**config.mk**
```make
export PLATFORM = sky130hd
export DESIGN_NAME = utc_datetime_normalizer_unit_flat
export DESIGN_NICKNAME = d
export VERILOG_FILES = /design/src/rtl/utcdn_pkg.sv /design/src/rtl/utcdn_in_if.sv /design/src/rtl/utcdn_out_if.sv /design/src/rtl/utc_datetime_normalizer_unit.sv /design/src/flat_wrapper.sv
export SDC_FILE = /design/constraint.sdc
export NUM_CORES = 1
export LEC_CHECK = 0
export BUFFER_PORTS_ARGS = -buffer_cell sky130_fd_sc_hd__buf_2
export CAP_MARGIN = 20
export CORE_MARGIN = 10
export CORE_UTILIZATION = 65
export CTS_CLUSTER_SIZE = 8
export DETAILED_ROUTE_END_ITERATION = 8
export GPL_ROUTABILITY_DRIVEN = 0
export PLACE_DENSITY_LB_ADDON = 0.08
export RECOVER_POWER = 25
export SLEW_MARGIN = 20
export SYNTH_ARGS = -nofsm -noshare
export SYNTH_HDL_FRONTEND = slang
export SYNTH_SLANG_ARGS = --single-unit
export TNS_END_PERCENT = 50
```
**constraint.sdc**
```tcl
create_clock -name clk -period 20.4 [get_ports clk]
set_input_delay 4.08 -clock clk [delete_from_list [all_inputs] [get_ports clk]]
set_output_delay 4.08 -clock clk [all_outputs]
set_load 0.02 [all_outputs]
```
**src/rtl/utcdn_pkg.sv**
```systemverilog
// ----------------------------------------------------------------------------
// utcdn_pkg
// Shared constants and helpers for the UTC date/time normalizer.
// ----------------------------------------------------------------------------
`default_nettype none

package utcdn_pkg;

	localparam logic [3:0] MONTH_JAN = 4'd1;
	localparam logic [3:0] MONTH_FEB = 4'd2;
	localparam logic [3:0] MONTH_APR = 4'd4;
	localparam logic [3:0] MONTH_JUN = 4'd6;
	localparam logic [3:0] MONTH_SEP = 4'd9;
	localparam logic [3:0] MONTH_NOV = 4'd11;
	localparam logic [3:0] MONTH_DEC = 4'd12;

	localparam int MIN_PER_DAY = 1440;

	// Reciprocals for division by a constant: floor(x * R >> S) == floor(x / D)
	// over the value ranges used here.
	localparam int unsigned RECIP25 = 41944; // ceil(2^20 / 25), year < 2^14
	localparam int unsigned RECIP25_SHIFT = 20;
	localparam int unsigned RECIP60 = 1093;  // ceil(2^16 / 60), minute of day < 1440
	localparam int unsigned RECIP60_SHIFT = 16;

	typedef logic [13:0] year_t;
	typedef logic [6:0] field_t;
	typedef logic signed [11:0] zone_t;
	typedef logic signed [14:0] utc_year_t;

	// Gregorian month length; month codes outside 1..12 are filtered elsewhere.
	function automatic logic [4:0] days_in_month(input logic [3:0] month, input logic leap);
		logic [4:0] len;
		case (month)
			MONTH_FEB: len = leap ? 5'd29 : 5'd28;
			MONTH_APR, MONTH_JUN, MONTH_SEP, MONTH_NOV: len = 5'd30;
			default: len = 5'd31;
		endcase
		return len;
	endfunction

endpackage

`default_nettype wire

```
**src/rtl/utcdn_in_if.sv**
```systemverilog
// ----------------------------------------------------------------------------
// utcdn_in_if
// Local date/time channel: valid/ready with the parsed fields and zone offset.
// ----------------------------------------------------------------------------
`default_nettype none

interface utcdn_in_if;
	logic valid;
	logic ready;
	utcdn_pkg::year_t local_year;
	utcdn_pkg::field_t local_month;
	utcdn_pkg::field_t local_day;
	utcdn_pkg::field_t local_hour;
	utcdn_pkg::field_t local_minute;
	utcdn_pkg::field_t local_second;
	utcdn_pkg::zone_t zone_minutes;

	modport source (
		output valid, local_year, local_month, local_day, local_hour,
		       local_minute, local_second, zone_minutes,
		input  ready
	);

	modport sink (
		input  valid, local_year, local_month, local_day, local_hour,
		       local_minute, local_second, zone_minutes,
		output ready
	);
endinterface

`default_nettype wire

```
**src/rtl/utcdn_out_if.sv**
```systemverilog
// ----------------------------------------------------------------------------
// utcdn_out_if
// UTC date/time channel: valid/ready with the validity flag and UTC fields.
// ----------------------------------------------------------------------------
`default_nettype none

interface utcdn_out_if;
	logic valid;
	logic ready;
	logic date_valid;
	utcdn_pkg::utc_year_t utc_year;
	logic [3:0] utc_month;
	logic [4:0] utc_day;
	logic [4:0] utc_hour;
	logic [5:0] utc_minute;
	logic [5:0] utc_second;

	modport source (
		output valid, date_valid, utc_year, utc_month, utc_day, utc_hour,
		       utc_minute, utc_second,
		input  ready
	);

	modport sink (
		input  valid, date_valid, utc_year, utc_month, utc_day, utc_hour,
		       utc_minute, utc_second,
		output ready
	);
endinterface

`default_nettype wire

```
**src/rtl/utc_datetime_normalizer_unit.sv**
```systemverilog
// ----------------------------------------------------------------------------
// utc_datetime_normalizer_unit
// Checks a parsed local date/time and converts it to UTC using a zone offset.
// ----------------------------------------------------------------------------
// One result beat per input beat, in order. Each beat is captured in an input
// register and the checked, converted result lands in an output register. A
// new beat is taken every cycle as long as the block does not stall; the only
// stall is a result held on rsp by a low rsp.ready with the
// input register also full. Invalid dates (month outside 1..12, day beyond the
// Gregorian month length, hour above 23, minute or second above 59) give
// date_valid low and all fields zero. The offset moves the date by at most two
// days, applied as a direct calendar step; years run from -1 up, and a result
// year outside 15 signed bits keeps its low bits. No reset sweep is needed.
// ----------------------------------------------------------------------------
`default_nettype none

module utc_datetime_normalizer_unit (
	input  wire logic  clk,
	input  wire logic  arst_n,
	utcdn_in_if.sink   req,
	utcdn_out_if.source rsp
);

	// Input register
	logic valid_s1;
	utcdn_pkg::year_t year_s1;
	utcdn_pkg::field_t month_s1;
	utcdn_pkg::field_t day_s1;
	utcdn_pkg::field_t hour_s1;
	utcdn_pkg::field_t minute_s1;
	utcdn_pkg::field_t second_s1;
	utcdn_pkg::zone_t zone_s1;

	// Result register
	logic valid_s2;
	logic date_valid_s2;
	utcdn_pkg::utc_year_t year_s2;
	logic [3:0] month_s2;
	logic [4:0] day_s2;
	logic [4:0] hour_s2;
	logic [5:0] minute_s2;
	logic [5:0] second_s2;

	logic advance;

	assign advance   = !valid_s2 || rsp.ready;
	assign req.ready = !valid_s1 || advance;

	always_ff @(posedge clk or negedge arst_n) begin
		if (!arst_n) begin
			valid_s1 <= 1'b0;
		end else if (req.ready) begin
			valid_s1 <= req.valid;
		end
	end

	always_ff @(posedge clk) begin
		if (req.valid && req.ready) begin
			year_s1   <= req.local_year;
			month_s1  <= req.local_month;
			day_s1    <= req.local_day;
			hour_s1   <= req.local_hour;
			minute_s1 <= req.local_minute;
			second_s1 <= req.local_second;
			zone_s1   <= req.zone_minutes;
		end
	end

	// ---------------- field check ----------------
	logic month_ok;
	logic [3:0] month4;
	logic [30:0] prod25;
	logic [9:0] q25;
	logic [13:0] q25x25;
	logic div25;
	logic leap;
	logic [4:0] mlen;
	logic day_ok;
	logic fields_ok;

	assign month_ok = (month_s1 >= 7'd1) && (month_s1 <= 7'(utcdn_pkg::MONTH_DEC));
	assign month4   = month_s1[3:0];

	// year % 25 == 0 via reciprocal quotient and back-multiply
	assign prod25 = 31'(year_s1) * 31'(utcdn_pkg::RECIP25);
	assign q25    = prod25[utcdn_pkg::RECIP25_SHIFT +: 10];
	assign q25x25 = 14'({q25, 4'b0}) + 14'({q25, 3'b0}) + 14'(q25);
	assign div25  = (q25x25 == year_s1);
	assign leap   = (year_s1[1:0] == 2'd0) && (!div25 || (year_s1[3:0] == 4'd0));

	assign mlen      = utcdn_pkg::days_in_month(month4, leap);
	assign day_ok    = (day_s1 >= 7'd1) && (day_s1 <= 7'(mlen));
	assign fields_ok = month_ok && day_ok && (hour_s1 <= 7'd23) &&
	                   (minute_s1 <= 7'd59) && (second_s1 <= 7'd59);

	// ---------------- time of day ----------------
	localparam logic signed [13:0] DAY_M = 14'(utcdn_pkg::MIN_PER_DAY);

	logic [12:0] tod;
	logic signed [13:0] tmin;
	logic signed [2:0] day_step;
	logic signed [13:0] tmin_norm;
	logic [10:0] tm;
	logic [21:0] prod60;
	logic [4:0] hr;
	logic [10:0] mn;

	assign tod  = 13'({hour_s1, 6'b0}) - 13'({hour_s1, 2'b0}) + 13'(minute_s1);
	assign tmin = $signed({1'b0, tod}) - 14'(zone_s1);

	always_comb begin
		if (tmin < -DAY_M) begin
			day_step  = -3'sd2;
			tmin_norm = tmin + DAY_M + DAY_M;
		end else if (tmin < 14'sd0) begin
			day_step  = -3'sd1;
			tmin_norm = tmin + DAY_M;
		end else if (tmin < DAY_M) begin
			day_step  = 3'sd0;
			tmin_norm = tmin;
		end else if (tmin < DAY_M + DAY_M) begin
			day_step  = 3'sd1;
			tmin_norm = tmin - DAY_M;
		end else begin
			day_step  = 3'sd2;
			tmin_norm = tmin - DAY_M - DAY_M;
		end
	end

	assign tm     = tmin_norm[10:0];
	assign prod60 = 22'(tm) * 22'(utcdn_pkg::RECIP60);
	assign hr     = prod60[utcdn_pkg::RECIP60_SHIFT +: 5];
	// minute = tm - 60 * hr
	assign mn     = tm - 11'({hr, 6'b0}) + 11'({hr, 2'b0});

	// ---------------- calendar step ----------------
	logic signed [8:0] dsum;
	logic [3:0] prev_month;
	logic [4:0] prev_len;
	logic [8:0] new_day;
	logic [3:0] new_month;
	logic signed [1:0] year_step;
	utcdn_pkg::utc_year_t new_year;

	assign dsum       = $signed({2'b0, day_s1}) + 9'(day_step);
	assign prev_month = (month4 == utcdn_pkg::MONTH_JAN) ? utcdn_pkg::MONTH_DEC : month4 - 4'd1;
	assign prev_len   = utcdn_pkg::days_in_month(prev_month, leap);

	always_comb begin
		new_day   = 9'(dsum);
		new_month = month4;
		year_step = 2'sd0;
		if (dsum > $signed({4'b0, mlen})) begin
			// roll into next month
			new_day = 9'(dsum - $signed({4'b0, mlen}));
			if (month4 == utcdn_pkg::MONTH_DEC) begin
				new_month = utcdn_pkg::MONTH_JAN;
				year_step = 2'sd1;
			end else begin
				new_month = month4 + 4'd1;
			end
		end else if (dsum < 9'sd1) begin
			// borrow from previous month
			new_day   = 9'(dsum + $signed({4'b0, prev_len}));
			new_month = prev_month;
			if (month4 == utcdn_pkg::MONTH_JAN) begin
				year_step = -2'sd1;
			end
		end
	end

	assign new_year = $signed({1'b0, year_s1}) + 15'(year_step);

	// ---------------- result register ----------------
	always_ff @(posedge clk or negedge arst_n) begin
		if (!arst_n) begin
			valid_s2 <= 1'b0;
		end else if (advance) begin
			valid_s2 <= valid_s1;
		end
	end

	always_ff @(posedge clk) begin
		if (advance && valid_s1) begin
			date_valid_s2 <= fields_ok;
			if (fields_ok) begin
				year_s2   <= new_year;
				month_s2  <= new_month;
				day_s2    <= new_day[4:0];
				hour_s2   <= hr;
				minute_s2 <= mn[5:0];
				second_s2 <= second_s1[5:0];
			end else begin
				year_s2   <= '0;
				month_s2  <= '0;
				day_s2    <= '0;
				hour_s2   <= '0;
				minute_s2 <= '0;
				second_s2 <= '0;
			end
		end
	end

	assign rsp.valid      = valid_s2;
	assign rsp.date_valid = date_valid_s2;
	assign rsp.utc_year   = year_s2;
	assign rsp.utc_month  = month_s2;
	assign rsp.utc_day    = day_s2;
	assign rsp.utc_hour   = hour_s2;
	assign rsp.utc_minute = minute_s2;
	assign rsp.utc_second = second_s2;

endmodule

`default_nettype wire

```
**src/flat_wrapper.sv**
```systemverilog
// flat-port wrapper written by rule: the top's interface ports become plain ports
module utc_datetime_normalizer_unit_flat 
  (clk, arst_n, req_valid, req_local_year, req_local_month, req_local_day, req_local_hour, req_local_minute, req_local_second, req_zone_minutes, req_ready, rsp_valid, rsp_date_valid, rsp_utc_year, rsp_utc_month, rsp_utc_day, rsp_utc_hour, rsp_utc_minute, rsp_utc_second, rsp_ready);
  utcdn_in_if req_i ();
  utcdn_out_if rsp_i ();
  input  wire logic clk;
  input  wire logic arst_n;
  input wire logic [$bits(req_i.valid)-1:0] req_valid;
  input wire logic [$bits(req_i.local_year)-1:0] req_local_year;
  input wire logic [$bits(req_i.local_month)-1:0] req_local_month;
  input wire logic [$bits(req_i.local_day)-1:0] req_local_day;
  input wire logic [$bits(req_i.local_hour)-1:0] req_local_hour;
  input wire logic [$bits(req_i.local_minute)-1:0] req_local_minute;
  input wire logic [$bits(req_i.local_second)-1:0] req_local_second;
  input wire logic [$bits(req_i.zone_minutes)-1:0] req_zone_minutes;
  output wire logic [$bits(req_i.ready)-1:0] req_ready;
  output wire logic [$bits(rsp_i.valid)-1:0] rsp_valid;
  output wire logic [$bits(rsp_i.date_valid)-1:0] rsp_date_valid;
  output wire logic [$bits(rsp_i.utc_year)-1:0] rsp_utc_year;
  output wire logic [$bits(rsp_i.utc_month)-1:0] rsp_utc_month;
  output wire logic [$bits(rsp_i.utc_day)-1:0] rsp_utc_day;
  output wire logic [$bits(rsp_i.utc_hour)-1:0] rsp_utc_hour;
  output wire logic [$bits(rsp_i.utc_minute)-1:0] rsp_utc_minute;
  output wire logic [$bits(rsp_i.utc_second)-1:0] rsp_utc_second;
  input wire logic [$bits(rsp_i.ready)-1:0] rsp_ready;
  assign req_i.valid = req_valid;
  assign req_i.local_year = req_local_year;
  assign req_i.local_month = req_local_month;
  assign req_i.local_day = req_local_day;
  assign req_i.local_hour = req_local_hour;
  assign req_i.local_minute = req_local_minute;
  assign req_i.local_second = req_local_second;
  assign req_i.zone_minutes = req_zone_minutes;
  assign req_ready = req_i.ready;
  assign rsp_valid = rsp_i.valid;
  assign rsp_date_valid = rsp_i.date_valid;
  assign rsp_utc_year = rsp_i.utc_year;
  assign rsp_utc_month = rsp_i.utc_month;
  assign rsp_utc_day = rsp_i.utc_day;
  assign rsp_utc_hour = rsp_i.utc_hour;
  assign rsp_utc_minute = rsp_i.utc_minute;
  assign rsp_utc_second = rsp_i.utc_second;
  assign rsp_i.ready = rsp_ready;
  utc_datetime_normalizer_unit u_core (.clk(clk), .arst_n(arst_n), .req(req_i), .rsp(rsp_i));
endmodule
```
==> flow_metrics.tcl <==
set metrics [dict create \
    period_share_pct 61.5 \
    rows 50 \
    netlist.area_leader.share_pct 25.0 \
    critPathMaxStageDelay_ps 740 \
    dieHeight_um 158 \
    yosys.area.top_type "edfxtp_1" \
    pre_cts_ws_ps 7690 \
    status "finished clean" \
    cp.arrival_ps 12660 \
    netlist_area_um2 12400 \
    portBuffers 108 \
    rsz0062_at_grt "no" \
    cts.repair.resized 0 \
    critPathLaunchType "flip-flop" \
    avgRoutedWirePerCell_um 18.7 \
    ys_ff_latch 105 \
    die-area_um2 24900 \
    overflow 0 \
    yosysUniqueCellTypes 84 \
    synth-xor-area-share_pct 6.24 \
    initial_core_util_pct 66.1 \
    hpwl_um 23700 \
    ys_seq_area_share_pct 25.4 \
    layout-drive-gt1-share_pct 11.3 \
    slowest_stage "edfxtp_1" \
    synth-simple-area-share_pct 11.8 \
    syn_to_final_growth_pct 8.78 \
    clock_latency_ps 360 \
    muxShareOfSynthArea_pct 0.992 \
    drtIter0Drc 612 \
    synth_edf_count 103 \
    finalSetupTns_ps 0 \
    synthCells 1221 \
    track_usage_pct 24.1 \
    nets 1700 \
    cts_buffers 9 \
    root_buffer "clkbuf_16" \
    synth_flop_cell "edfxtp_1" \
    synthTopCellsByCount "234 x ha_1, 203 x inv_1, 103 x edfxtp_1, 82 x fa_1" \
    yosys-top-cells-area "edfxtp_1 25%, ha_1 24%, fa_1 13%, inv_1 6.2%, xnor2_1 4.2%" \
    fin_ws_ps 7850 \
    synthArstFlopShare_pct 1.90 \
    cp-end-kind "flip-flop" \
    syn_area_per_cell_um2 10.1 \
    holdBufCountCts 0 \
    cp.required_ps 20510 \
    drv_slew 0 \
    synthAdderAreaFrac_pct 37.0 \
    cts.path.max_buffers 2 \
    synth_nets 1602 \
    ys.warnings.count 0 \
    grt_pass1_wl_um 47600 \
    io_pins 109 \
    fmax_mhz 79.7 \
    synth_top_family_by_area "adder cells" \
    relSlewSlack_pct 38.3 \
    finalCriticalPeriod_ps 12550 \
    grt_max_degree 43 \
    setup_violations 0 \
    vias 9207 \
    synth_compound_area_share_pct 11.5 \
    tightest_slew_ps 923 \
    routed_wl_um 29200 \
    clkSinkCount 105 \
    post-cts-setup-buffers 0 \
    finalClockSkew_ps 8.64 \
    core_um2 18700 \
    die_w_um 158 \
    first_pass_iters 6 \
    yosysMostFrequentCell "ha_1" \
    critPathKind "flip-flop to flip-flop" \
    antenna_found_initial 1 \
    hp-class "flip-flop to flip-flop" \
    hold_violations 0 \
    h-tree-depth 3 \
    grt_pass1_vias 9434 \
    drc 0 \
    via_per_inst 5.91 \
    ant_nets 0 \
    worst_path_most_repeated_cell "ha_1" \
    fin_util_pct 71.9 \
    maxCapViolations 0 \
    critPathMaxFanout 17 \
    tritoncts "done" \
    clkTransAtPathRegs_ps 80 \
]
-- metal layers --
metal	routed length, µm	global-route usage [%]
met5	0	0
met4	533	6.28
met3	1930	4.59
met2	14100	40.5
met1	12600	31.3
-- area by class of cell --
| class | instances | area (µm²) |
|---|---|---|
| clock buffers | 9 | 225 |
| inverters | 204 | 766 |
| fillers | 1403 | 5260 |
| multi-input cells | 888 | 8360 |
| repair buffers | 111 | 568 |
| diodes | 1 | 2.50 |
| flip-flops and latches | 105 | 3140 |
| clock inverters | 7 | 86.3 |
| well taps | 234 | 293 |
-- path summary, 6_finish.rpt --
check,start,end,slack [ps],cells after the start
max in group asynchronous,arst_n,u_core.valid_s1,16800,1
hold reg to reg,u_core.valid_s1,u_core.rsp.valid,500,1
setup reg to reg,u_core.year_s1[6],u_core.rsp.utc_year[12],7850,45
hold / removal,u_core.valid_s1,u_core.rsp.valid,500,1
setup / recovery,u_core.year_s1[6],u_core.rsp.utc_year[12],7850,45
min in group asynchronous,arst_n,u_core.rsp.valid,3480,1
-- placed cells by master, fill, tap and decap left out, types with 11 or more instances in the layout --
cell | netlist | routed
ha_1 | 234 | 234
buf_2 | 3 | 102
nor2_1 | 59 | 59
a21oi_1 | 53 | 53
xor2_1 | 22 | 22
inv_1 | 203 | 203
nor3_1 | 19 | 19
nand3_1 | 33 | 33
edfxtp_1 | 103 | 103
or3_1 | 11 | 11
nand2_1 | 31 | 31
nand4_1 | 15 | 15
a21o_1 | 18 | 18
xnor2_1 | 59 | 58
and3_1 | 11 | 11
o21ai_0 | 30 | 30
and2_1 | 24 | 22
nand2b_1 | 15 | 15
fa_1 | 82 | 82
-- registers in the layout, summed over array words and instances (netlist names) --
register,count
u_core.rsp.utc_year,15
u_core.year_s1,14
u_core.zone_s1,12
u_core.day_s1,7
u_core.hour_s1,7
u_core.minute_s1,7
u_core.month_s1,7
u_core.second_s1,7
u_core.rsp.utc_minute,6
u_core.rsp.utc_second,6
u_core.rsp.utc_day,5
u_core.rsp.utc_hour,5
u_core.rsp.utc_month,4
u_core.rsp.date_valid,1
u_core.rsp.valid,1
u_core.valid_s1,1
-- per-stage QoR --
step	cell area, µm²	instances	hold WS, ps
6_report	13400	1559	497
5_1_grt	13400	1558	521
2_1_floorplan	12400	1221	449
3_5_place_dp	13100	1541	479
3_3_place_gp	13100	1541	477
4_1_cts	13400	1557	508
-- worst max-delay path, delay by kind of cell, from the launching register on --
kind	cells	cell delay (ps)
and+or+nand+nor	10	2470
xor gates and xnor gates	2	470
buffers and inverters	5	480
adders and majority gates	11	4170
DFF	1	740
AOI/OAI and AO/OA	17	3970
-- logic make-up (layout without fill, tap and decap cells) --
group	Yosys count	after routing
buffers and inverters	228	331
and+or+nand+nor	269	269
DFF	105	105
AOI/OAI and AO/OA	207	207
other	0	1
adders and majority gates	316	316
xor gates and xnor gates	84	84
muxes	12	12
Power is left out: the tool's default activity adds up to more than one toggle a clock period on the data nets, which glitch-free logic cannot reach.
